$ cat src/sv/sha_pkg.sv
// ----------------------------------------------------------------------------
// sha_pkg
// types and constants shared by the sha-256 stream hasher
// ----------------------------------------------------------------------------
package sha_pkg;

	localparam int unsigned BLOCK_BYTES = 64;
	localparam int unsigned ROUNDS = 64;
	localparam logic [7:0] PAD_MARK = 8'h80;
	localparam logic [6:0] LENGTH_POS = 7'd56;

	// block handed from the front to the back
	typedef struct packed {
		logic [511:0] block;
		logic         final_blk;
	} blk_item_t;

	function automatic logic [31:0] rotr(input logic [31:0] x, input int unsigned n);
		rotr = (x >> n) | (x << (32 - n));
	endfunction

	function automatic logic [31:0] round_k(input logic [5:0] r);
		logic [31:0] k [0:63];
		k = '{
			32'h428a2f98, 32'h71374491, 32'hb5c0fbcf, 32'he9b5dba5,
			32'h3956c25b, 32'h59f111f1, 32'h923f82a4, 32'hab1c5ed5,
			32'hd807aa98, 32'h12835b01, 32'h243185be, 32'h550c7dc3,
			32'h72be5d74, 32'h80deb1fe, 32'h9bdc06a7, 32'hc19bf174,
			32'he49b69c1, 32'hefbe4786, 32'h0fc19dc6, 32'h240ca1cc,
			32'h2de92c6f, 32'h4a7484aa, 32'h5cb0a9dc, 32'h76f988da,
			32'h983e5152, 32'ha831c66d, 32'hb00327c8, 32'hbf597fc7,
			32'hc6e00bf3, 32'hd5a79147, 32'h06ca6351, 32'h14292967,
			32'h27b70a85, 32'h2e1b2138, 32'h4d2c6dfc, 32'h53380d13,
			32'h650a7354, 32'h766a0abb, 32'h81c2c92e, 32'h92722c85,
			32'ha2bfe8a1, 32'ha81a664b, 32'hc24b8b70, 32'hc76c51a3,
			32'hd192e819, 32'hd6990624, 32'hf40e3585, 32'h106aa070,
			32'h19a4c116, 32'h1e376c08, 32'h2748774c, 32'h34b0bcb5,
			32'h391c0cb3, 32'h4ed8aa4a, 32'h5b9cca4f, 32'h682e6ff3,
			32'h748f82ee, 32'h78a5636f, 32'h84c87814, 32'h8cc70208,
			32'h90befffa, 32'ha4506ceb, 32'hbef9a3f7, 32'hc67178f2};
		round_k = k[r];
	endfunction

	function automatic logic [255:0] init_hash();
		init_hash = {32'h6a09e667, 32'hbb67ae85, 32'h3c6ef372, 32'ha54ff53a,
			32'h510e527f, 32'h9b05688c, 32'h1f83d9ab, 32'h5be0cd19};
	endfunction

endpackage

$ cat src/sv/sha_queue.sv
// ----------------------------------------------------------------------------
// sha_queue
// two entry block queue between front and back
// ----------------------------------------------------------------------------
module sha_queue
	import sha_pkg::*;
(
	input  logic      clk,
	input  logic      arst_n,
	input  logic      wr_valid,
	output logic      wr_ready,
	input  blk_item_t wr_item,
	output logic      rd_valid,
	input  logic      rd_ready,
	output blk_item_t rd_item
);

	blk_item_t  mem_q [0:1];
	logic       wp_q;
	logic       rp_q;
	logic [1:0] cnt_q;
	logic       wr;
	logic       rd;

	assign wr_ready = (cnt_q != 2'd2);
	assign rd_valid = (cnt_q != 2'd0);
	assign rd_item  = mem_q[rp_q];
	assign wr       = wr_valid && wr_ready;
	assign rd       = rd_valid && rd_ready;

	always_ff @(posedge clk) begin
		if (wr) mem_q[wp_q] <= wr_item;
	end

	always_ff @(posedge clk or negedge arst_n) begin
		if (!arst_n) begin
			wp_q  <= 1'b0;
			rp_q  <= 1'b0;
			cnt_q <= '0;
		end else begin
			if (wr) wp_q <= ~wp_q;
			if (rd) rp_q <= ~rp_q;
			cnt_q <= cnt_q + {1'b0, wr} - {1'b0, rd};
		end
	end

endmodule

$ cat config.mk
export PLATFORM = sky130hd
export DESIGN_NAME = sha_queue
export DESIGN_NICKNAME = d
export VERILOG_FILES = /design/src/sv/sha_pkg.sv /design/src/sv/sha_queue.sv
export SDC_FILE = /design/constraint.sdc
export NUM_CORES = 1
export LEC_CHECK = 0
export ABC_AREA = 0
export BUFFER_PORTS_ARGS = -buffer_cell sky130_fd_sc_hd__buf_4
export CAP_MARGIN = 0
export CORE_AREA = 2 2 400 402
export DETAILED_ROUTE_END_ITERATION = 10
export DIE_AREA = 0 0 402 404
export PLACE_DENSITY = 0.55
export SYNTH_ARGS = -nofsm -noshare
export SYNTH_HDL_FRONTEND = slang
export SYNTH_SLANG_ARGS = --single-unit
$ cat constraint.sdc
create_clock -name clk -period 37 [get_ports clk]
set_input_delay 1.85 -clock clk [delete_from_list [all_inputs] [get_ports clk]]
set_output_delay 1.85 -clock clk [all_outputs]
set_load 0.02 [all_outputs]
* After elaboration in Yosys (flattened, before gate mapping)
Memory sizes are Yosys's and may differ from the RTL's. Cells that the tools add are included.
Cells by class: reduce and logical (&&, ||, !) cells 3, bitwise gates (word level) 2, muxes and demuxes 2, eq/ne operators 1, $add $sub $neg 2
Operators with widths (number):
- 2-bit by 1-bit adder with 2-bit output | 1
- 1-bit logical AND | 2
- 1-bit two-way mux | 2
- 2-bit inequality test (second input constant) | 1
- 1-bit NOT | 2
- 2-bit nonzero test | 1
- 2-bit by 1-bit subtractor with 2-bit output | 1
Word-level totals: memories kept 1, input port bits 517, bits in writable memories 1026, flip-flop bits (word level) 4, output and inout bits 515, logic and storage cells 14
Memories:
- mem_q | words 2, width 513, read ports 1, clocked after memory_dff 0, wr ports 1, RTL line sha_queue.sv:18 | blk_item_t mem_q [0:1];

* Depth between registers and ports, before layout
word-level depth 4, gate-level depth with buffers 7, mapped depth without buffers 7

* Least setup slack after synthesis
Ideal clock, no wire load.
path type input to register, from input wr_valid, to memory mem_q[0][0] in the netlist's numbering (enable), library setup time 1402 ps, arrival 23163 ps, required time 35598 ps, buffers on the path 0, stages on the path 2, slack 12435 ps, cell sequence nand2_1 > nor2_1
Between the ends: word-level cells in the longest chain between the ends 3
RTL lines:
- start, declared | RTL line sha_queue.sv:10 | input logic wr_valid,
- 1-bit logical AND | RTL line sha_queue.sv:28 | assign wr = wr_valid && wr_ready;
- 1-bit two-way mux | RTL line sha_queue.sv:32 | if (wr) mem_q[wp_q] <= wr_item;
- 1-bit two-way mux (implied by the code) | RTL line sha_queue.sv:32
- end, declared | RTL line sha_queue.sv:18
Every way passes these cells.

==> reports/metrics.cfg <==
[placed_design]
place_hpwl_mm=79.7
place_area_um2=49100
placedCellCount=4681
port_buffers=1031
gp_congestion=0.811

[synth]
synth.avg_cell_area_um2=24.3
yosysWarnings=0
syn_nets=2132
yosysMostFrequentCell=edfxtp_1
yosys.area.top_type=edfxtp_1
synth_common_cells=1026 x edfxtp_1, 460 x mux2_4, 53 x mux2_2
synth_area_leaders=edfxtp_1 79%, mux2_4 18%, mux2_2 1.5%
synth_edf_count=1026
ys.flop_type=edfxtp_1
yosysTopAreaCellShare_pct=78.5
ys_ff_latch=1030
synthArstFlopShare_pct=0.388
synth_cell_types=17
yosysSeqAreaShare_pct=78.8
synth_area_um2=39200
syn_inst=1613

[cells_and_area]
nNetsFinal=3240
finalNonFillerCells=4894
final_area_um2=52600
final_layout_size_suffix_gt1_share_pct=61.1
syn2layout_area_growth_pct=34.0
post-route-util_pct=33.3

[grt]
gr-usage-all-layers_pct=12.8
grt_overflow_total=0
grt_pass1_vias=20039
grt_start_max_net_pins=153
grt_antenna_before_repair=33
grt_pass1_wl_mm=148

[cts]
clk_pin_slew_ps=60
insertion_delay_ps=710
cts_hold_buf=0
cts_tree=done
clock-sinks=1030
h-tree-depth=3
clock_path_buffers=3
postCtsSetupBuffers=0
numCtsBuffers=110
ctsRootBufferMaster=clkbuf_16
cts_resized=0

[floorplan]
dieArea_um2=162000
core_region_area_um2=158000
start_util_pct=24.9
die_w_um=402
io_pins=1032
die_h_um=404
std_cell_rows=146

[route]
first_pass_iters=5
wl_per_cell_um=22.3
drc=0
routed_wl_mm=109
ant_nets=0
drt_iter0_markers=1213
routed_via_density=3.98
vias=19496

[worst_setup_path]
cp-end-kind=primary output
cp_slowest_cell=buf_4
r2r-start=cnt_q[1]
critPathMaxFanout=50
cpMostUsedCell=buf_4
path_delay_family=buffers and inverters
path_buf_inv=6
startpoint=rp_q
critical_path_arrival_ps=6220
path_cells=buf_4 > buf_4 > buf_4 > buf_4 > buf_4 > mux2_2 > buf_4
crit_type=reg2out
cpPeakStageDelay_ps=850
start_kind=register
required_ps=35150

[sta]
finalCritPeriodShare_pct=21.8
finalSetupViolCount=0
max_freq_mhz=124
skew_ps=53.8
relSlewSlack_pct=21.3
finalHoldViolCount=0
worst_pin_slew_ps=1180
final-max-slew-violation-count=0
rsz0062_at_grt=no
min_period_ps=8070
fin_setup_tns_ps=0

[min_path]
hp-class=reg2reg
hp-start=cnt_q[0]

[run]
cap_violations=0

[status]
outcome=completed

[power_and_ir_drop]
power_uw=4400
p_leak_uw=0.0204
power.density_nw_per_um2=83.7
vdd_drop_max_v=0.0000523

worst register-to-register path, cell delays in order, from the launching register on:
cell and delay [ps]:
dfrtp_1 400, nand2b_1 220, and3_4 840, buf_4 870, buf_12 590, buf_4 1190
cell type report:
| class | instances | area, um2 |
|---|---|---|
| clock buffers | 134 | 2860 |
| repair buffers | 1053 | 7960 |
| fillers | 15203 | 105000 |
| diodes | 14 | 35.0 |
| inverters | 1 | 3.75 |
| well taps | 2072 | 2590 |
| multi-input cells | 525 | 7610 |
| clock inverters | 65 | 593 |
| flip-flops and latches | 1030 | 30900 |
metal layers:
layer	up-vias	wire, um	part of all wire (%)	GRT usage (%)
met5	-	114	0.10	0
met4	16	3300	3.0	5.44
met3	188	10400	9.5	5.39
met2	799	54000	49	21.0
met1	9793	41500	38	14.7
li1	8700	-	-	-
cell families after synthesis:
kind of cell	share of synthesized area, %
adder cells (fa/ha/maj)	0.0638
buffers and inverters	1.85
multiplexers	19.1
AND/OR/NAND/NOR	0.0829
flip-flops	78.8
XOR/XNOR	0.0893
where the power goes:
group	switching, uW	internal [uW]
Sequential	73.1	1600
Combinational	903	771
Clock	453	600
layout by cell type (no fill, tap or decap), drive strengths merged:
| cell type | instances |
|---|---|
| nand2b | 1 |
| clkbuf | 134 |
| and3 | 1 |
| xnor2 | 3 |
| dfrtp | 4 |
| clkinvlp | 1 |
| and2 | 1 |
| or2 | 1 |
| mux2 | 513 |
| nand2 | 1 |
| diode | 14 |
| inv | 5 |
| ha | 2 |
| bufinv | 7 |
| buf | 1053 |
| xor2 | 1 |
| nor2 | 1 |
| edfxtp | 1026 |
| clkinv | 53 |
state kept, by name, indices dropped and copies added, names as in the netlist:
name,count
mem_q,1026
cnt_q,2
rp_q,1
wp_q,1
final timing paths:
kind                           endpoint  slack, ps  cells past startpoint
max                         rd_item[42]      28930                      7
min reg2reg                    cnt_q[0]        520                      1
min in group asynchronous          rp_q        940                      1
max in group asynchronous          rp_q      35930                      1
min                            cnt_q[0]        520                      1
max reg2reg                mem_q[1][78]      32440                      5
stage by stage:
step	setup slack [ps]	hold slack, ps
6_report	28930	518
5_1_grt	28610	535
4_1_cts	28760	517
3_5_place_dp	29580	504
3_3_place_gp	29660	503
2_1_floorplan	12430	461
(Power assumes the default switching activity.)
