<file path="src/sv/sha_pkg.sv">
// ----------------------------------------------------------------------------
// sha_pkg
// types and constants shared by the sha-256 stream hasher
// ----------------------------------------------------------------------------
package sha_pkg;

	localparam int unsigned BLOCK_BYTES = 64;
	localparam int unsigned ROUNDS = 64;
	localparam logic [7:0] PAD_MARK = 8'h80;
	localparam logic [6:0] LENGTH_POS = 7'd56;

	// block handed from the front to the back
	typedef struct packed {
		logic [511:0] block;
		logic         final_blk;
	} blk_item_t;

	function automatic logic [31:0] rotr(input logic [31:0] x, input int unsigned n);
		rotr = (x >> n) | (x << (32 - n));
	endfunction

	function automatic logic [31:0] round_k(input logic [5:0] r);
		logic [31:0] k [0:63];
		k = '{
			32'h428a2f98, 32'h71374491, 32'hb5c0fbcf, 32'he9b5dba5,
			32'h3956c25b, 32'h59f111f1, 32'h923f82a4, 32'hab1c5ed5,
			32'hd807aa98, 32'h12835b01, 32'h243185be, 32'h550c7dc3,
			32'h72be5d74, 32'h80deb1fe, 32'h9bdc06a7, 32'hc19bf174,
			32'he49b69c1, 32'hefbe4786, 32'h0fc19dc6, 32'h240ca1cc,
			32'h2de92c6f, 32'h4a7484aa, 32'h5cb0a9dc, 32'h76f988da,
			32'h983e5152, 32'ha831c66d, 32'hb00327c8, 32'hbf597fc7,
			32'hc6e00bf3, 32'hd5a79147, 32'h06ca6351, 32'h14292967,
			32'h27b70a85, 32'h2e1b2138, 32'h4d2c6dfc, 32'h53380d13,
			32'h650a7354, 32'h766a0abb, 32'h81c2c92e, 32'h92722c85,
			32'ha2bfe8a1, 32'ha81a664b, 32'hc24b8b70, 32'hc76c51a3,
			32'hd192e819, 32'hd6990624, 32'hf40e3585, 32'h106aa070,
			32'h19a4c116, 32'h1e376c08, 32'h2748774c, 32'h34b0bcb5,
			32'h391c0cb3, 32'h4ed8aa4a, 32'h5b9cca4f, 32'h682e6ff3,
			32'h748f82ee, 32'h78a5636f, 32'h84c87814, 32'h8cc70208,
			32'h90befffa, 32'ha4506ceb, 32'hbef9a3f7, 32'hc67178f2};
		round_k = k[r];
	endfunction

	function automatic logic [255:0] init_hash();
		init_hash = {32'h6a09e667, 32'hbb67ae85, 32'h3c6ef372, 32'ha54ff53a,
			32'h510e527f, 32'h9b05688c, 32'h1f83d9ab, 32'h5be0cd19};
	endfunction

endpackage

</file>
<file path="src/sv/sha_front.sv">
// ----------------------------------------------------------------------------
// sha_front
// gathers bytes into blocks, adds padding and length, issues blocks
// ----------------------------------------------------------------------------
module sha_front
	import sha_pkg::*;
(
	input  logic       clk,
	input  logic       arst_n,
	input  logic       in_valid,
	output logic       in_ready,
	input  logic [7:0] data_byte,
	input  logic       byte_present,
	input  logic       end_of_message,
	output logic       blk_valid,
	input  logic       blk_ready,
	output blk_item_t  blk
);

	typedef enum logic [2:0] {
		ST_COLLECT = 3'b001,
		ST_PAD1    = 3'b010,
		ST_PAD2    = 3'b100
	} front_state_t;

	front_state_t state_q;
	logic [511:0] buf_q;
	logic [5:0]   fill_q;
	logic [63:0]  len_q;
	logic         out_v_q;
	blk_item_t    out_q;

	logic         slot_free;
	logic         acc;
	logic [511:0] buf_b;
	logic [6:0]   fill_b;
	logic         full_b;
	logic [63:0]  len_b;
	logic [511:0] padded;
	logic [63:0]  bits_b;

	assign slot_free = !out_v_q || blk_ready;
	assign in_ready  = (state_q == ST_COLLECT) && slot_free;
	assign acc       = in_valid && in_ready;
	assign blk_valid = out_v_q;
	assign blk       = out_q;

	// buffer with this item's byte placed, byte 0 in the top bits
	always_comb begin
		buf_b  = buf_q;
		fill_b = {1'b0, fill_q};
		len_b  = len_q;
		if (byte_present) begin
			buf_b[511 - 8 * fill_q -: 8] = data_byte;
			fill_b = fill_b + 7'd1;
			len_b  = len_q + 64'd1;
		end
		full_b = fill_b[6];
		bits_b = {len_b[60:0], 3'b000};
	end

	// padding of the buffered bytes: mark, zeros, length if it fits
	always_comb begin
		padded = buf_b;
		for (int i = 0; i < 64; i++) begin
			if (i == int'(fill_b[5:0])) padded[511 - 8 * i -: 8] = PAD_MARK;
			else if (i > int'(fill_b[5:0])) padded[511 - 8 * i -: 8] = 8'h00;
		end
		if ({1'b0, fill_b[5:0]} < LENGTH_POS) padded[63:0] = bits_b;
	end

	always_ff @(posedge clk or negedge arst_n) begin
		if (!arst_n) begin
			state_q <= ST_COLLECT;
			fill_q  <= '0;
			len_q   <= '0;
			out_v_q <= 1'b0;
		end else begin
			if (blk_ready) out_v_q <= 1'b0;
			case (state_q)
				ST_COLLECT: begin
					if (acc) begin
						buf_q  <= buf_b;
						fill_q <= fill_b[5:0];
						len_q  <= len_b;
						if (full_b) begin
							out_v_q         <= 1'b1;
							out_q.block     <= buf_b;
							out_q.final_blk <= 1'b0;
							if (end_of_message) state_q <= ST_PAD2;
						end else if (end_of_message) begin
							out_v_q         <= 1'b1;
							out_q.block     <= padded;
							out_q.final_blk <= ({1'b0, fill_b[5:0]} < LENGTH_POS);
							if ({1'b0, fill_b[5:0]} >= LENGTH_POS) state_q <= ST_PAD1;
						end
					end
				end
				ST_PAD1: begin
					// length only block
					if (slot_free) begin
						out_v_q         <= 1'b1;
						out_q.block     <= {448'd0, len_q[60:0], 3'b000};
						out_q.final_blk <= 1'b1;
						fill_q          <= '0;
						len_q           <= '0;
						state_q         <= ST_COLLECT;
					end
				end
				ST_PAD2: begin
					// full block ended the message: mark plus length
					if (slot_free) begin
						out_v_q         <= 1'b1;
						out_q.block     <= {PAD_MARK, 440'd0, len_q[60:0], 3'b000};
						out_q.final_blk <= 1'b1;
						fill_q          <= '0;
						len_q           <= '0;
						state_q         <= ST_COLLECT;
					end
				end
				default: state_q <= ST_COLLECT;
			endcase
			if (state_q == ST_COLLECT && acc && end_of_message && !full_b &&
				({1'b0, fill_b[5:0]} < LENGTH_POS)) begin
				fill_q <= '0;
				len_q  <= '0;
			end
		end
	end

endmodule

</file>
<file path="config.mk">
export PLATFORM = sky130hd
export DESIGN_NAME = sha_front
export DESIGN_NICKNAME = d
export VERILOG_FILES = /design/src/sv/sha_pkg.sv /design/src/sv/sha_front.sv
export SDC_FILE = /design/constraint.sdc
export NUM_CORES = 1
export LEC_CHECK = 0
export BUFFER_PORTS_ARGS = -buffer_cell sky130_fd_sc_hd__buf_4
export CAP_MARGIN = 20
export CORE_MARGIN = 2
export CORE_UTILIZATION = 45
export DETAILED_ROUTE_END_ITERATION = 16
export HOLD_SLACK_MARGIN = 0.03
export PLACE_DENSITY = 0.76
export SKIP_CTS_REPAIR_TIMING = 1
export SLEW_MARGIN = 40
export SYNTH_ARGS = -nofsm -noshare
export SYNTH_HDL_FRONTEND = slang
export SYNTH_SLANG_ARGS = --single-unit
</file>
<file path="constraint.sdc">
create_clock -name clk -period 44.5 [get_ports clk]
set_input_delay 13.35 -clock clk [delete_from_list [all_inputs] [get_ports clk]]
set_output_delay 13.35 -clock clk [all_outputs]
set_load 0.02 [all_outputs]
</file>
Word level (Yosys, flattened, before mapping)

Cells that the tools add are included.

Input port bits: 14
Word-level logic and storage cells: 332
Output and inout bits: 515
Bits in registers: 1099

$lt $le $gt $ge: 65
Equality and inequality tests: 76
Multiplexer cells: 159
Shift operators: 2
$add $sub $neg: 4
Reductions and logical operators: 18

Operators by type and width:

| kind                                                                     | count |
|---|---|
| 513-bit two-way mux                                                      | 5 |
| 513-bit case mux with 3 select lines                                     | 1 |
| 8-bit two-way mux                                                        | 127 |
| 8-bit by 34-bit variable shift with 519-bit output, first input constant | 1 |
| 8-bit by 34-bit indexed part select with 519-bit output                  | 1 |
| 512-bit bitwise mux                                                      | 1 |
| 512-bit two-way mux                                                      | 1 |
| 64-bit two-way mux                                                       | 5 |
| 6-bit equality test, first input constant                                | 32 |
| 6-bit > comparator, first input constant                                 | 32 |
| 64-bit case mux with 2 select lines                                      | 1 |
| 5-bit by 6-bit equality test with 1-bit output, first input constant     | 16 |
| 5-bit by 6-bit > comparator with 1-bit output, first input constant      | 16 |
| 64-bit by 1-bit adder with 64-bit output, second input constant          | 1 |
| 4-bit by 6-bit equality test with 1-bit output, first input constant     | 8 |
| 4-bit by 6-bit > comparator with 1-bit output, first input constant      | 8 |
| 32-bit negation with 34-bit output                                       | 1 |
| 3-bit by 6-bit equality test with 1-bit output, first input constant     | 4 |
| 3-bit by 6-bit > comparator with 1-bit output, first input constant      | 4 |
| 3-bit two-way mux                                                        | 6 |
| 6-bit two-way mux                                                        | 3 |
| 2-bit by 6-bit equality test with 1-bit output, first input constant     | 2 |
| 2-bit by 6-bit > comparator with 1-bit output, first input constant      | 2 |
| 6-bit case mux with 2 select lines                                       | 1 |
| other kinds (27)                                                         | 45 |

Depth between registers and ports, before layout

Depth in word-level cells: 12
Gate-level depth with buffers: 12
Mapped depth without buffers: 9

Worst setup path before layout

OpenSTA, ideal clock, no wires.

Path kind: input port to flip-flop
Start: input port byte_present
End: register out_q, in the netlist blk[0], enable pin
Path slack: 17.124 ns
Required time: 43.547 ns
Setup time: 0.953 ns
Cell stages on the path: 7
Path buffers: 4
Arrival time: 26.423 ns
Cells stage by stage: buf_2 and3_1 buf_2 and3_1 buf_2 clkbuf_1 o311a_1

Cells in the longest elaborated chain, start to end: 3

RTL lines:

| item                                   | RTL line        | source |
|---|---|---|
| start: declaration                     | sha_front.sv:13 | `input logic byte_present,` |
| 7-bit two-way mux                      | sha_front.sv:53 | `if (byte_present) begin` |
| 3-bit inequality test (no source line) | n/a             |  |
| 6-bit AND reduction (no source line)   | n/a             |  |
| end: declaration                       | sha_front.sv:31 | `blk_item_t out_q;` |

No other way between the ends.
A chain may end at the register's enable or synchronous reset.

Final worst setup path

Start: input port blk_ready
End: output port in_ready

Cells in the longest elaborated chain, start to end: 2

RTL lines:

| item               | RTL line        | source |
|---|---|---|
| start: declaration | sha_front.sv:16 | `input logic blk_ready,` |
| 1-bit logical OR   | sha_front.sv:42 | `assign slot_free = !out_v_q \|\| blk_ready;` |
| 1-bit logical AND  | sha_front.sv:43 | `assign in_ready = (state_q == ST_COLLECT) && slot_free;` |
| end: declaration   | sha_front.sv:11 | `output logic in_ready,` |

No other way between the ends.

==> flow_metrics.env <==
export IMPL_status="complete, no violations"
export IMPL_setup_tns_ns=0
export IMPL_grt_first_pass_wirelength_mm=228
export IMPL_ys_ff_latch=1096
export IMPL_p_sw_frac=0.241
export IMPL_clock_sinks=1096
export IMPL_skew_ns=0.0343
export IMPL_postSynthCellCount=3759
export IMPL_final_hold_violation_count=0
export IMPL_grt_usage=0.283
export IMPL_cp_arrival_ns=13.88
export IMPL_met1_usage=0.380
export IMPL_net_switching_power_mw=0.542
export IMPL_pwr_share_comb=0.075
export IMPL_firstDrtPassIters=6
export IMPL_r2r_end="blk[449]"
export IMPL_worstSetupStartpointType="input pin"
export IMPL_setup_viol=0
export IMPL_rsz0062_at_grt="no"
export IMPL_busiest_layer="met2"
export IMPL_syn_area_um2=48300
export IMPL_synth_warnings=0
export IMPL_die_height_um=332
export IMPL_start_util=0.452
export IMPL_drtAntennaViolNets=0
export IMPL_clockPowerShare=0.404
export IMPL_vias=34500
export IMPL_grt_start_max_net_pins=162
export IMPL_maxCapViolCount=0
export IMPL_grt_util_met2=0.456
export IMPL_r2r_start="state_q[0]"
export IMPL_place_ws_ns=17.27
export IMPL_wl_mm=160
export IMPL_dieArea_um2=110000
export IMPL_cts_root_buf="clkbuf_16"
export IMPL_setup_slack_ns=17.27
export IMPL_reg2reg_slack_ns=39.02
export IMPL_async_flop_share=0.0648
export IMPL_p_leak_nw=20.6
export IMPL_core_area_um2=107000
export IMPL_gp_congestion=0.980
export IMPL_layout_nets=4309
export IMPL_layout_cells_most_common="edfxtp_1"
export IMPL_cts_clk_slew_worst_paths_ns=0.06
export IMPL_fin_crit_ns=27.23
export IMPL_period_share=0.612
export IMPL_hpwl_mm=112
export IMPL_avgViaCountPerCell=5.97
export IMPL_clock_path_buffers=3
export IMPL_layout_common_cells="edfxtp_1 (1025), buf_4 (580), nand2_1 (522), o21ai_0 (344), mux2_2 (310)"
export IMPL_synth_edf_count=1025
export IMPL_holdCritStartpoint="len_q[45]"
export IMPL_tightest_slew_ns=0.933
export IMPL_hold_depth=1
export IMPL_final_cells=5785
export IMPL_synth_nets=3780
export IMPL_critPathKind="input pin to primary output"
export IMPL_io_pins=529
export IMPL_antenna_found_initial=6
export IMPL_slew_viol_final=0
export IMPL_powerDensity_nw_per_um2=39.0
export IMPL_reg2reg_depth=10
export IMPL_dieWidth_um=332
export IMPL_area_delta_synth_final_pct=19.3
export IMPL_p_seq_frac=0.521
export IMPL_crit_path_max_fanout=2
export IMPL_fmax_mhz=36.7
export IMPL_routedWlPerCell_um=27.7
export IMPL_peakVddDrop_mv=0.0318
export IMPL_grt_overflow_total=0
export IMPL_drive_above_1_share=0.262
export IMPL_portBuffers=528
export IMPL_holdCritPathClass="register to register"
export IMPL_syn_avg_cell_area_um2=12.8
export IMPL_ys_types=79
export IMPL_crit_start="blk_ready"
export IMPL_hold_path_endpoint="len_q[45]"
export IMPL_gr_usage_met3=0.0545
export IMPL_htree_levels=3
export IMPL_p_int_mw=1.71
export IMPL_initialDrtViolationCount=4850
export IMPL_dpl_cell_count=5577
export IMPL_synth_ff_type="edfxtp_1"
export IMPL_final_util=0.539
export IMPL_end_kind="primary output"
export IMPL_grt_pass1_vias=32600
export IMPL_ys_seq_area_frac=0.674
export IMPL_route_detailed_drc=0
export IMPL_cts_buffers_inserted=110
export IMPL_worstSkewPairLatency_ns=0.72
export IMPL_cts_tree="built"
export IMPL_cp_required_ns=31.15
export IMPL_placementRows=120
export IMPL_slew_limit_headroom=0.374
==> sequential cells by signal, indices dropped and copies added (netlist names) <==
signal,cells
blk,513
len_q,61
buf_q,512
state_q,3
blk_valid,1
fill_q,6
==> per-layer routing <==
metal	wire length [µm]	share of wire
met1	61900	0.39
met2	76700	0.48
met3	15700	0.098
met4	6200	0.039
met5	42	0.00026
==> worst max path at each step <==
stage                     endpoint  slack, ns  cells past startpoint
after detailed placement  in_ready      17.27                      4
after floorplan             blk[0]      17.12                      7
after global placement    in_ready      17.25                      4
after CTS                 in_ready      17.26                      4
final                     in_ready      17.27                      4
after global routing      in_ready      17.23                      4
==> Yosys cell counts (all sizes together), types with 21 or more instances <==
cell type	number	area, µm²
a31oi	22	138
nand4	30	194
and3	129	807
inv	28	105
clkbuf	120	452
nand2	524	1970
o21ai	389	1950
a22o	23	201
nand3	79	395
nor2	219	832
dfrtp	70	1750
nor2b	293	1830
and2	44	275
mux2	310	3490
nand2b	21	131
nor4	23	214
buf	61	317
a21oi	76	399
edfxtp	1025	30800
o31ai	47	358
nor3	64	325
==> cells by family (layout without fill, tap and decap cells) <==
| group | after synthesis | in the layout | synth area share |
|---|---|---|---|
| simple gates | 1453 | 1453 | 0.149 |
| flops | 1096 | 1096 | 0.674 |
| compound gates | 664 | 664 | 0.0811 |
| mux | 320 | 320 | 0.0744 |
| buf+inv | 210 | 831 | 0.0182 |
| xor+xnor | 9 | 9 | 0.00163 |
| fa+ha+maj | 7 | 7 | 0.00181 |
| other cells | 0 | 2 | 0 |
==> critical path, stage by stage <==
cell and delay [ns]:
buf_4 0.11, nor2b_1 0.16, nor2_1 0.09, buf_4 0.16
==> power by group through the flow <==
stage                     Sequential [mW]  Clock, mW  Combinational (mW)
after floorplan                      1.22          0              0.0765
after global placement               1.19          0               0.158
after detailed placement             1.19          0               0.163
after CTS                            1.17      0.918               0.164
after global routing                 1.17      0.957               0.175
final                                1.17      0.908               0.168
==> through the flow <==
step | cell area [µm²] | total power, mW | hold slack (ns)
CTS | 57500 | 2.25 | 0.527
global placement | 53800 | 1.35 | 0.499
global route | 57600 | 2.31 | 0.549
detailed placement | 54000 | 1.36 | 0.517
floorplan | 48300 | 1.30 | 0.483
finish | 57600 | 2.25 | 0.529
==> cell type report <==
| class | count | area [µm²] |
|---|---|---|
| clock buffers | 140 | 2900 |
| multi-input cells | 2453 | 15100 |
| well taps | 1403 | 1760 |
| repair buffers | 598 | 4600 |
| inverters | 29 | 109 |
| clock inverters | 64 | 588 |
| flip-flops and latches | 1096 | 32600 |
| diodes | 2 | 5.00 |
| fillers | 8828 | 49200 |
(Power assumes the default switching activity.)
