<file path="config.mk">
export PLATFORM = sky130hd
export DESIGN_NAME = sha_back
export DESIGN_NICKNAME = d
export VERILOG_FILES = /design/src/sv/sha_pkg.sv /design/src/sv/sha_back.sv
export SDC_FILE = /design/constraint.sdc
export NUM_CORES = 2
export LEC_CHECK = 0
export ABC_AREA = 1
export ABC_CLOCK_PERIOD_IN_PS = 17200
export BUFFER_PORTS_ARGS = -buffer_cell sky130_fd_sc_hd__buf_2
export CELL_PAD_IN_SITES_DETAIL_PLACEMENT = 2
export CELL_PAD_IN_SITES_GLOBAL_PLACEMENT = 2
export CORE_UTILIZATION = 33
export CTS_CLUSTER_DIAMETER = 60
export CTS_CLUSTER_SIZE = 12
export DETAILED_ROUTE_END_ITERATION = 12
export PLACE_DENSITY_LB_ADDON = 0.12
export SYNTH_ARGS = -nofsm -noshare
export SYNTH_HDL_FRONTEND = slang
export SYNTH_SLANG_ARGS = --single-unit
</file>
<file path="constraint.sdc">
create_clock -name clk -period 17.2 [get_ports clk]
set_input_delay 0.86 -clock clk [delete_from_list [all_inputs] [get_ports clk]]
set_output_delay 0.86 -clock clk [all_outputs]
set_load 0.1 [all_outputs]
</file>
<file path="src/sv/sha_pkg.sv">
// ----------------------------------------------------------------------------
// sha_pkg
// types and constants shared by the sha-256 stream hasher
// ----------------------------------------------------------------------------
package sha_pkg;

	localparam int unsigned BLOCK_BYTES = 64;
	localparam int unsigned ROUNDS = 64;
	localparam logic [7:0] PAD_MARK = 8'h80;
	localparam logic [6:0] LENGTH_POS = 7'd56;

	// block handed from the front to the back
	typedef struct packed {
		logic [511:0] block;
		logic         final_blk;
	} blk_item_t;

	function automatic logic [31:0] rotr(input logic [31:0] x, input int unsigned n);
		rotr = (x >> n) | (x << (32 - n));
	endfunction

	function automatic logic [31:0] round_k(input logic [5:0] r);
		logic [31:0] k [0:63];
		k = '{
			32'h428a2f98, 32'h71374491, 32'hb5c0fbcf, 32'he9b5dba5,
			32'h3956c25b, 32'h59f111f1, 32'h923f82a4, 32'hab1c5ed5,
			32'hd807aa98, 32'h12835b01, 32'h243185be, 32'h550c7dc3,
			32'h72be5d74, 32'h80deb1fe, 32'h9bdc06a7, 32'hc19bf174,
			32'he49b69c1, 32'hefbe4786, 32'h0fc19dc6, 32'h240ca1cc,
			32'h2de92c6f, 32'h4a7484aa, 32'h5cb0a9dc, 32'h76f988da,
			32'h983e5152, 32'ha831c66d, 32'hb00327c8, 32'hbf597fc7,
			32'hc6e00bf3, 32'hd5a79147, 32'h06ca6351, 32'h14292967,
			32'h27b70a85, 32'h2e1b2138, 32'h4d2c6dfc, 32'h53380d13,
			32'h650a7354, 32'h766a0abb, 32'h81c2c92e, 32'h92722c85,
			32'ha2bfe8a1, 32'ha81a664b, 32'hc24b8b70, 32'hc76c51a3,
			32'hd192e819, 32'hd6990624, 32'hf40e3585, 32'h106aa070,
			32'h19a4c116, 32'h1e376c08, 32'h2748774c, 32'h34b0bcb5,
			32'h391c0cb3, 32'h4ed8aa4a, 32'h5b9cca4f, 32'h682e6ff3,
			32'h748f82ee, 32'h78a5636f, 32'h84c87814, 32'h8cc70208,
			32'h90befffa, 32'ha4506ceb, 32'hbef9a3f7, 32'hc67178f2};
		round_k = k[r];
	endfunction

	function automatic logic [255:0] init_hash();
		init_hash = {32'h6a09e667, 32'hbb67ae85, 32'h3c6ef372, 32'ha54ff53a,
			32'h510e527f, 32'h9b05688c, 32'h1f83d9ab, 32'h5be0cd19};
	endfunction

endpackage

</file>
<file path="src/sv/sha_back.sv">
// ----------------------------------------------------------------------------
// sha_back
// one round per cycle compression and digest word output
// ----------------------------------------------------------------------------
module sha_back
	import sha_pkg::*;
(
	input  logic        clk,
	input  logic        arst_n,
	input  logic        blk_valid,
	output logic        blk_ready,
	input  blk_item_t   blk,
	output logic        out_valid,
	input  logic        out_ready,
	output logic [31:0] digest_word,
	output logic [2:0]  word_index,
	output logic        last_word
);

	typedef enum logic [3:0] {
		ST_IDLE  = 4'b0001,
		ST_ROUND = 4'b0010,
		ST_ADD   = 4'b0100,
		ST_EMIT  = 4'b1000
	} back_state_t;

	back_state_t  state_q;
	logic [31:0]  w_q [0:15];
	logic [31:0]  v_q [0:7];
	logic [255:0] chain_q;
	logic [5:0]   rnd_q;
	logic         fin_q;
	logic [2:0]   idx_q;

	logic [31:0] w_new, wr, t1, t2, s0, s1;

	assign blk_ready   = (state_q == ST_IDLE);
	assign out_valid   = (state_q == ST_EMIT);
	assign digest_word = chain_q[255 - 32 * idx_q -: 32];
	assign word_index  = idx_q;
	assign last_word   = (idx_q == 3'd7);

	always_comb begin
		s0    = rotr(w_q[1], 7) ^ rotr(w_q[1], 18) ^ (w_q[1] >> 3);
		s1    = rotr(w_q[14], 17) ^ rotr(w_q[14], 19) ^ (w_q[14] >> 10);
		w_new = w_q[0] + s0 + w_q[9] + s1;
		wr    = w_q[0];
		t1 = v_q[7] + (rotr(v_q[4], 6) ^ rotr(v_q[4], 11) ^ rotr(v_q[4], 25)) +
			((v_q[4] & v_q[5]) ^ (~v_q[4] & v_q[6])) + round_k(rnd_q) + wr;
		t2 = (rotr(v_q[0], 2) ^ rotr(v_q[0], 13) ^ rotr(v_q[0], 22)) +
			((v_q[0] & v_q[1]) ^ (v_q[0] & v_q[2]) ^ (v_q[1] & v_q[2]));
	end

	// schedule and working registers
	always_ff @(posedge clk) begin
		if (state_q == ST_IDLE && blk_valid) begin
			for (int i = 0; i < 16; i++) w_q[i] <= blk.block[511 - 32 * i -: 32];
			for (int i = 0; i < 8; i++) v_q[i] <= chain_q[255 - 32 * i -: 32];
		end else if (state_q == ST_ROUND) begin
			// window shifts so w_q[0] is always the current round word
			for (int i = 0; i < 15; i++) w_q[i] <= w_q[i + 1];
			w_q[15] <= w_new;
			v_q[7] <= v_q[6];
			v_q[6] <= v_q[5];
			v_q[5] <= v_q[4];
			v_q[4] <= v_q[3] + t1;
			v_q[3] <= v_q[2];
			v_q[2] <= v_q[1];
			v_q[1] <= v_q[0];
			v_q[0] <= t1 + t2;
		end
	end

	always_ff @(posedge clk or negedge arst_n) begin
		if (!arst_n) begin
			state_q <= ST_IDLE;
			chain_q <= init_hash();
			rnd_q   <= '0;
			fin_q   <= 1'b0;
			idx_q   <= '0;
		end else begin
			case (state_q)
				ST_IDLE: begin
					if (blk_valid) begin
						fin_q   <= blk.final_blk;
						rnd_q   <= '0;
						state_q <= ST_ROUND;
					end
				end
				ST_ROUND: begin
					rnd_q <= rnd_q + 6'd1;
					if (rnd_q == 6'd63) state_q <= ST_ADD;
				end
				ST_ADD: begin
					for (int i = 0; i < 8; i++)
						chain_q[255 - 32 * i -: 32] <= chain_q[255 - 32 * i -: 32] + v_q[i];
					idx_q   <= '0;
					state_q <= fin_q ? ST_EMIT : ST_IDLE;
				end
				ST_EMIT: begin
					if (out_ready) begin
						idx_q <= idx_q + 3'd1;
						if (idx_q == 3'd7) begin
							chain_q <= init_hash();
							state_q <= ST_IDLE;
						end
					end
				end
				default: state_q <= ST_IDLE;
			endcase
		end
	end

endmodule

</file>
=== Yosys cells after proc, flatten, opt, wreduce, memory -nomap -nowiden ===
Memories as Yosys holds them, arrays and structs flattened.
Index checks and enable logic that the tools add are counted.

* $add $sub $neg: 21
* $lt $le $gt $ge: 1
* Eq/ne operators: 10
* Shift-type cells: 1
* Muxes and demuxes: 44
* Bitwise gates (word level): 52
* Reductions and logical operators: 8

{| class="wikitable"
|+ Operators with widths
! kind !! count
|-
| two-way mux 32 bit || 26
|-
| adder 32 bit || 18
|-
| two-way mux 256 bit || 2
|-
| case mux 256 bit (2 select lines) || 1
|-
| bitwise XOR 32 bit || 9
|-
| indexed part select 287 x 33 -> 32 bit || 1
|-
| AND 32 bit || 5
|-
| inverter 32 bit || 1
|-
| bitwise OR 10 x 32 -> 32 bit || 1
|-
| bitwise OR 13 x 32 -> 32 bit || 1
|-
| bitwise OR 14 x 32 -> 32 bit || 1
|-
| bitwise OR 15 x 32 -> 32 bit || 1
|-
| bitwise OR 19 x 32 -> 32 bit || 1
|-
| bitwise OR 21 x 32 -> 32 bit || 1
|-
| bitwise OR 25 x 32 -> 32 bit || 1
|-
| bitwise OR 26 x 32 -> 32 bit || 1
|-
| bitwise OR 30 x 32 -> 32 bit || 1
|-
| bitwise OR 7 x 32 -> 32 bit || 1
|-
| bitwise XOR 32 x 22 -> 32 bit || 1
|-
| bitwise XOR 32 x 29 -> 32 bit || 1
|-
| bitwise OR 1 bit || 24
|-
| two-way mux 4 bit || 5
|-
| case mux 4 bit (4 select lines) || 1
|-
| case mux 6 bit (2 select lines) || 1
|-
| other kinds (22) || 31
|}

* Bits in registers: 270
* Bits in writable memories: 768
* Bits in read-only memories: 2048
* Logic and storage cells: 145
* Memories kept: 3

{| class="wikitable"
|+ Memories
! memory !! words !! width !! rd ports !! clocked after Yosys merged registers in !! wr ports !! RTL line !! RTL
|-
| (name not given) || 64 || 32 || 1 || 0 || 0 || sha_pkg.sv:41 || <nowiki>round_k = k[r];</nowiki>
|-
| w_q || 16 || 32 || 16 || 0 || 16 || sha_back.sv:28 || <nowiki>logic [31:0] w_q [0:15];</nowiki>
|-
| v_q || 8 || 32 || 8 || 0 || 8 || sha_back.sv:29 || <nowiki>logic [31:0] v_q [0:7];</nowiki>
|}

=== Longest topological paths before layout ===
An unclocked memory read counts as a cell.

* Depth in word-level cells: 10
* Gate-level depth with buffers: 43
* Gate-level depth less buffers: 43

=== Worst setup path before layout ===
OpenSTA, ideal clock, no wires.

* Path type: reg-to-reg
* From: register state_q[0]
* To: register rnd_q[0]
* Arrival: 18.926 ns
* Data required time: 16.358 ns
* Setup slack: -2.569 ns
* Cell stages (with the launch flop): 6
* Path buffers: 0
* Path through: dfstp_2 -> nand2_1 -> nor2_1 -> nand2_1 -> nand2_1 -> o21ai_0

* Cells in the longest elaborated chain, start to end: 3
* Elaborated cells between the ends (all ways): 6
* Classes of those cells: eq/ne (3); mux (1); reduce/logical (2)

{| class="wikitable"
|+ Ends and longest elaborated chain
! what !! RTL line !! RTL
|-
| start, declared || sha_back.sv:27 || <nowiki>back_state_t state_q;</nowiki>
|-
| start signal, assigned || sha_back.sv:98 || <nowiki>state_q <= fin_q ? ST_EMIT : ST_IDLE;</nowiki>
|-
| equality test 4 x 1 -> 1 bit (*) || - ||
|-
| named net blk_ready || sha_back.sv:11 || <nowiki>output logic blk_ready,</nowiki>
|-
| inequality test 2 bit (no line) / nonzero test 2 bit (equally long branches) || - ||
|-
| AND reduction 2 bit (no line) || - ||
|-
| end signal, assigned || sha_back.sv:91 || <nowiki>rnd_q <= rnd_q + 6'd1;</nowiki>
|-
| end, declared || sha_back.sv:31 || <nowiki>logic [5:0] rnd_q;</nowiki>
|}

Mark *: on every way through the listed nets, which the timed path passes. The rest lies on a longest branch.
A chain may end at the register's enable or synchronous reset.

==> summary.txt <==
STA
  – Worst hold slack: 0.244 ns
  – Final Skew: 0.0755 ns
  – Min Tclk post-route: 9.64 ns
  – Fmax achieved: 0.104 GHz
  – Max Slew Vio Count: 0
  – Final Hold Vio Count: 0
  – Total Neg Setup Slack: 0 ns
  – Tcrit/Tclk final: 56.1%
  – Worst-margin pin slew: between 1 and 1.5 ns
  – Max_slew headroom: 3.64%
  – Final Setup Violations: 0
  – RSZ-0062 raised after global routing: false

Setup path
  – Max stage delay cell, worst path: xor2_1
  – R2R Setup Slk: 7.56 ns
  – CP Max Fanout: 15
  – Crit Path Category: register to register
  – CP startpoint: rnd_q[1]
  – Worst Path Arrival: 10.19 ns
  – Worst Path Required: approximately 18 ns
  – R2r startpoint: rnd_q[1]
  – Worst stage delay on the critical path: 0.78 ns
  – Crit start category: register
  – CP Capture Type: register

Clock network
  – Setup Buffers After CTS: 0
  – H-tree Lvls: 4
  – Clock buffer depth: 3
  – Clock Sink Count: between 1000 and 1500
  – TritonCTS clock tree: built
  – Clock transition at path regs: 0.07 ns
  – Clock Latency Late Sink: 0.87 ns
  – CTS buffer count: 145
  – Post-CTS Resized: 0
  – Hold Buf Count CTS: 1
  – Root Driver: clkbuf_16

Detailed routing
  – ANT nets after route: 0
  – Drt via density: roughly 5.6
  – DRT Pass-1 Iters: 5
  – Via count: 73800
  – Drt total wl: between 400000 and 500000 um
  – DRC: 0
  – Average routed wire per standard cell: around 32 um
  – Starting DRT DRC Count: 4729

Logic synthesis
  – YS warnings: 0
  – Post-Syn Area: 75800 um^2
  – Top_reg_cell synth: edfxtp_1
  – Average instance area after synthesis: 7.90 um^2
  – Post-synth ARST share: 26.0%
  – Distinct cells, synth: 65
  – Top cell type's share of synthesized area: 30.4%
  – Sequential area share after synthesis: between 30% and 40%
  – Cells after Synth: 9588
  – Syn_nets: 10700
  – Cell taking the most area after synthesis: edfxtp_1
  – Yosys reg bits: slightly above 1000
  – Number of enable flip-flop cells after synthesis: 768
  – Top post-synthesis cells by area: edfxtp_1 (30%), nand2_1 (15%), ha_1 (6.5%)

Floorplanning
  – Total core area: 228000 um^2
  – # IOs: 555
  – Die X: 481 um
  – # rows: approximately 180
  – Die Ht: 481 um
  – Die Footprint: between 200000 and 250000 um^2
  – Initial core utilization: between 30% and 40%

Flow run
  – Max-cap violations: 0

Run status
  – Outcome: complete, no violations

Worst hold path
  – Worst hold path class: input port to register
  – Hold Crit Start: blk[369]

Global routing
  – Gr ovfl total: 0
  – Vias in the first global route: 79100
  – First-pass GRT wire length: 594000 um
  – Met1 GRT Util: 40.7%
  – Met3 usage: 7.15%
  – Tot GR Track Use: 36.3%
  – Most Used Layer, Global Route: met2
  – Largest net degree at the start of global routing: between 200 and 250
  – Antenna violations before repair: 116
  – Met2 Resource Use GR: 61.5%

Finish
  – Leading cell type in the layout, fill and taps excluded: nand2_1
  – Share of cells above drive strength 1: 11.2%
  – Highest-count cells in the layout ignoring fill and taps: nand2_1 (2961), inv_1 (1060), o21ai_0 (801)
  – Final net count: roughly 11000
  – P&R area growth vs syn: 14.6%

Place
  – Final HPWL DP: approximately 340000 um
  – Port buffer count: 554
  – Placer congestion estimate: between 1 and 1.5
[cell usage after synthesis (35+ instances only)]
master	n
o22ai_1	144
a21o_1	70
o21bai_1	76
xnor2_1	186
nor2_1	503
o21ai_1	35
a21oi_1	692
edfxtp_1	768
inv_1	1061
xor2_1	222
nand3_1	299
o21ai_0	804
nand2_1	2963
nand4_1	55
ha_1	392
buf_2	108
dfrtp_1	133
a31oi_1	74
nor3_1	88
fa_1	195
dfstp_2	137
clkbuf_1	235
[routing by layer]
layer | up-vias | part of all wire, %
li1 | 32800 | -
met1 | 37600 | 38
met2 | 2273 | 48
met3 | 975 | 5.7
met4 | 136 | 8.3
met5 | - | 0.19
[layout make-up]
type,instances,area (um^2)
clock inverter,90,1220
multi-input combinational,7084,40200
clock buffer,169,3780
timing repair buffer,658,3650
inverter,1100,4150
sequential,1038,30000
antenna,36,90.1
tap,3009,3760
fill,26200,141000
[state kept, by name (all words and copies together) (netlist names)]
signal	cells
w_q	512
state_q	4
word_index	3
rnd_q	6
chain_q	256
fin_q	1
v_q	256
[path summary, 6_finish.rpt]
| path | end | cells after the start |
|---|---|---|
| max in group asynchronous | chain_q[45] | 4 |
| max | v_q[0][21] | 33 |
| max reg2reg | v_q[0][21] | 33 |
| min in group asynchronous | word_index[2] | 2 |
| min | w_q[1][16] | 3 |
| min reg2reg | w_q[2][91] | 2 |
[cell families (layout without fill, tap and decap cells)]
| family | count (synthesis) | count (layout) | share of synthesized area [%] |
|---|---|---|---|
| AOI/OAI and AO/OA | 2088 | 2088 | 15.5 |
| DFF | 1038 | 1038 | 39.6 |
| xor gates and xnor gates | 408 | 408 | 4.72 |
| and+or+nand+nor | 3986 | 3986 | 20.9 |
| adders and majority gates | 590 | 590 | 11.7 |
| other | 0 | 36 | 0 |
| buffers and inverters | 1466 | 2017 | 7.49 |
| muxes | 12 | 12 | 0.165 |
[worst max-delay path, delay by kind of cell, from the launching register on]
kind | cells | cell delay, ns
adder cells (fa/ha/maj) | 8 | 3.44
buffers and inverters | 6 | 0.87
AO/OA/AOI/OAI | 7 | 1.72
flip-flops | 1 | 0.69
AND/OR/NAND/NOR | 11 | 1.87
XOR/XNOR | 1 | 0.78
[stage by stage]
stage,utilization [%],area [um^2],instances,setup slack [ns]
3_3_place_gp,35.9,81700,12900,7.99
2_1_floorplan,-,75800,9588,4.94
5_1_grt,38.1,86800,13200,7.13
6_report,38.1,86800,13200,7.56
3_5_place_dp,35.9,81700,12900,7.78
4_1_cts,38.1,86700,13100,7.68
Power is left out: the tool's default activity adds up to more than one toggle a clock period on the data nets, which glitch-free logic cannot reach.
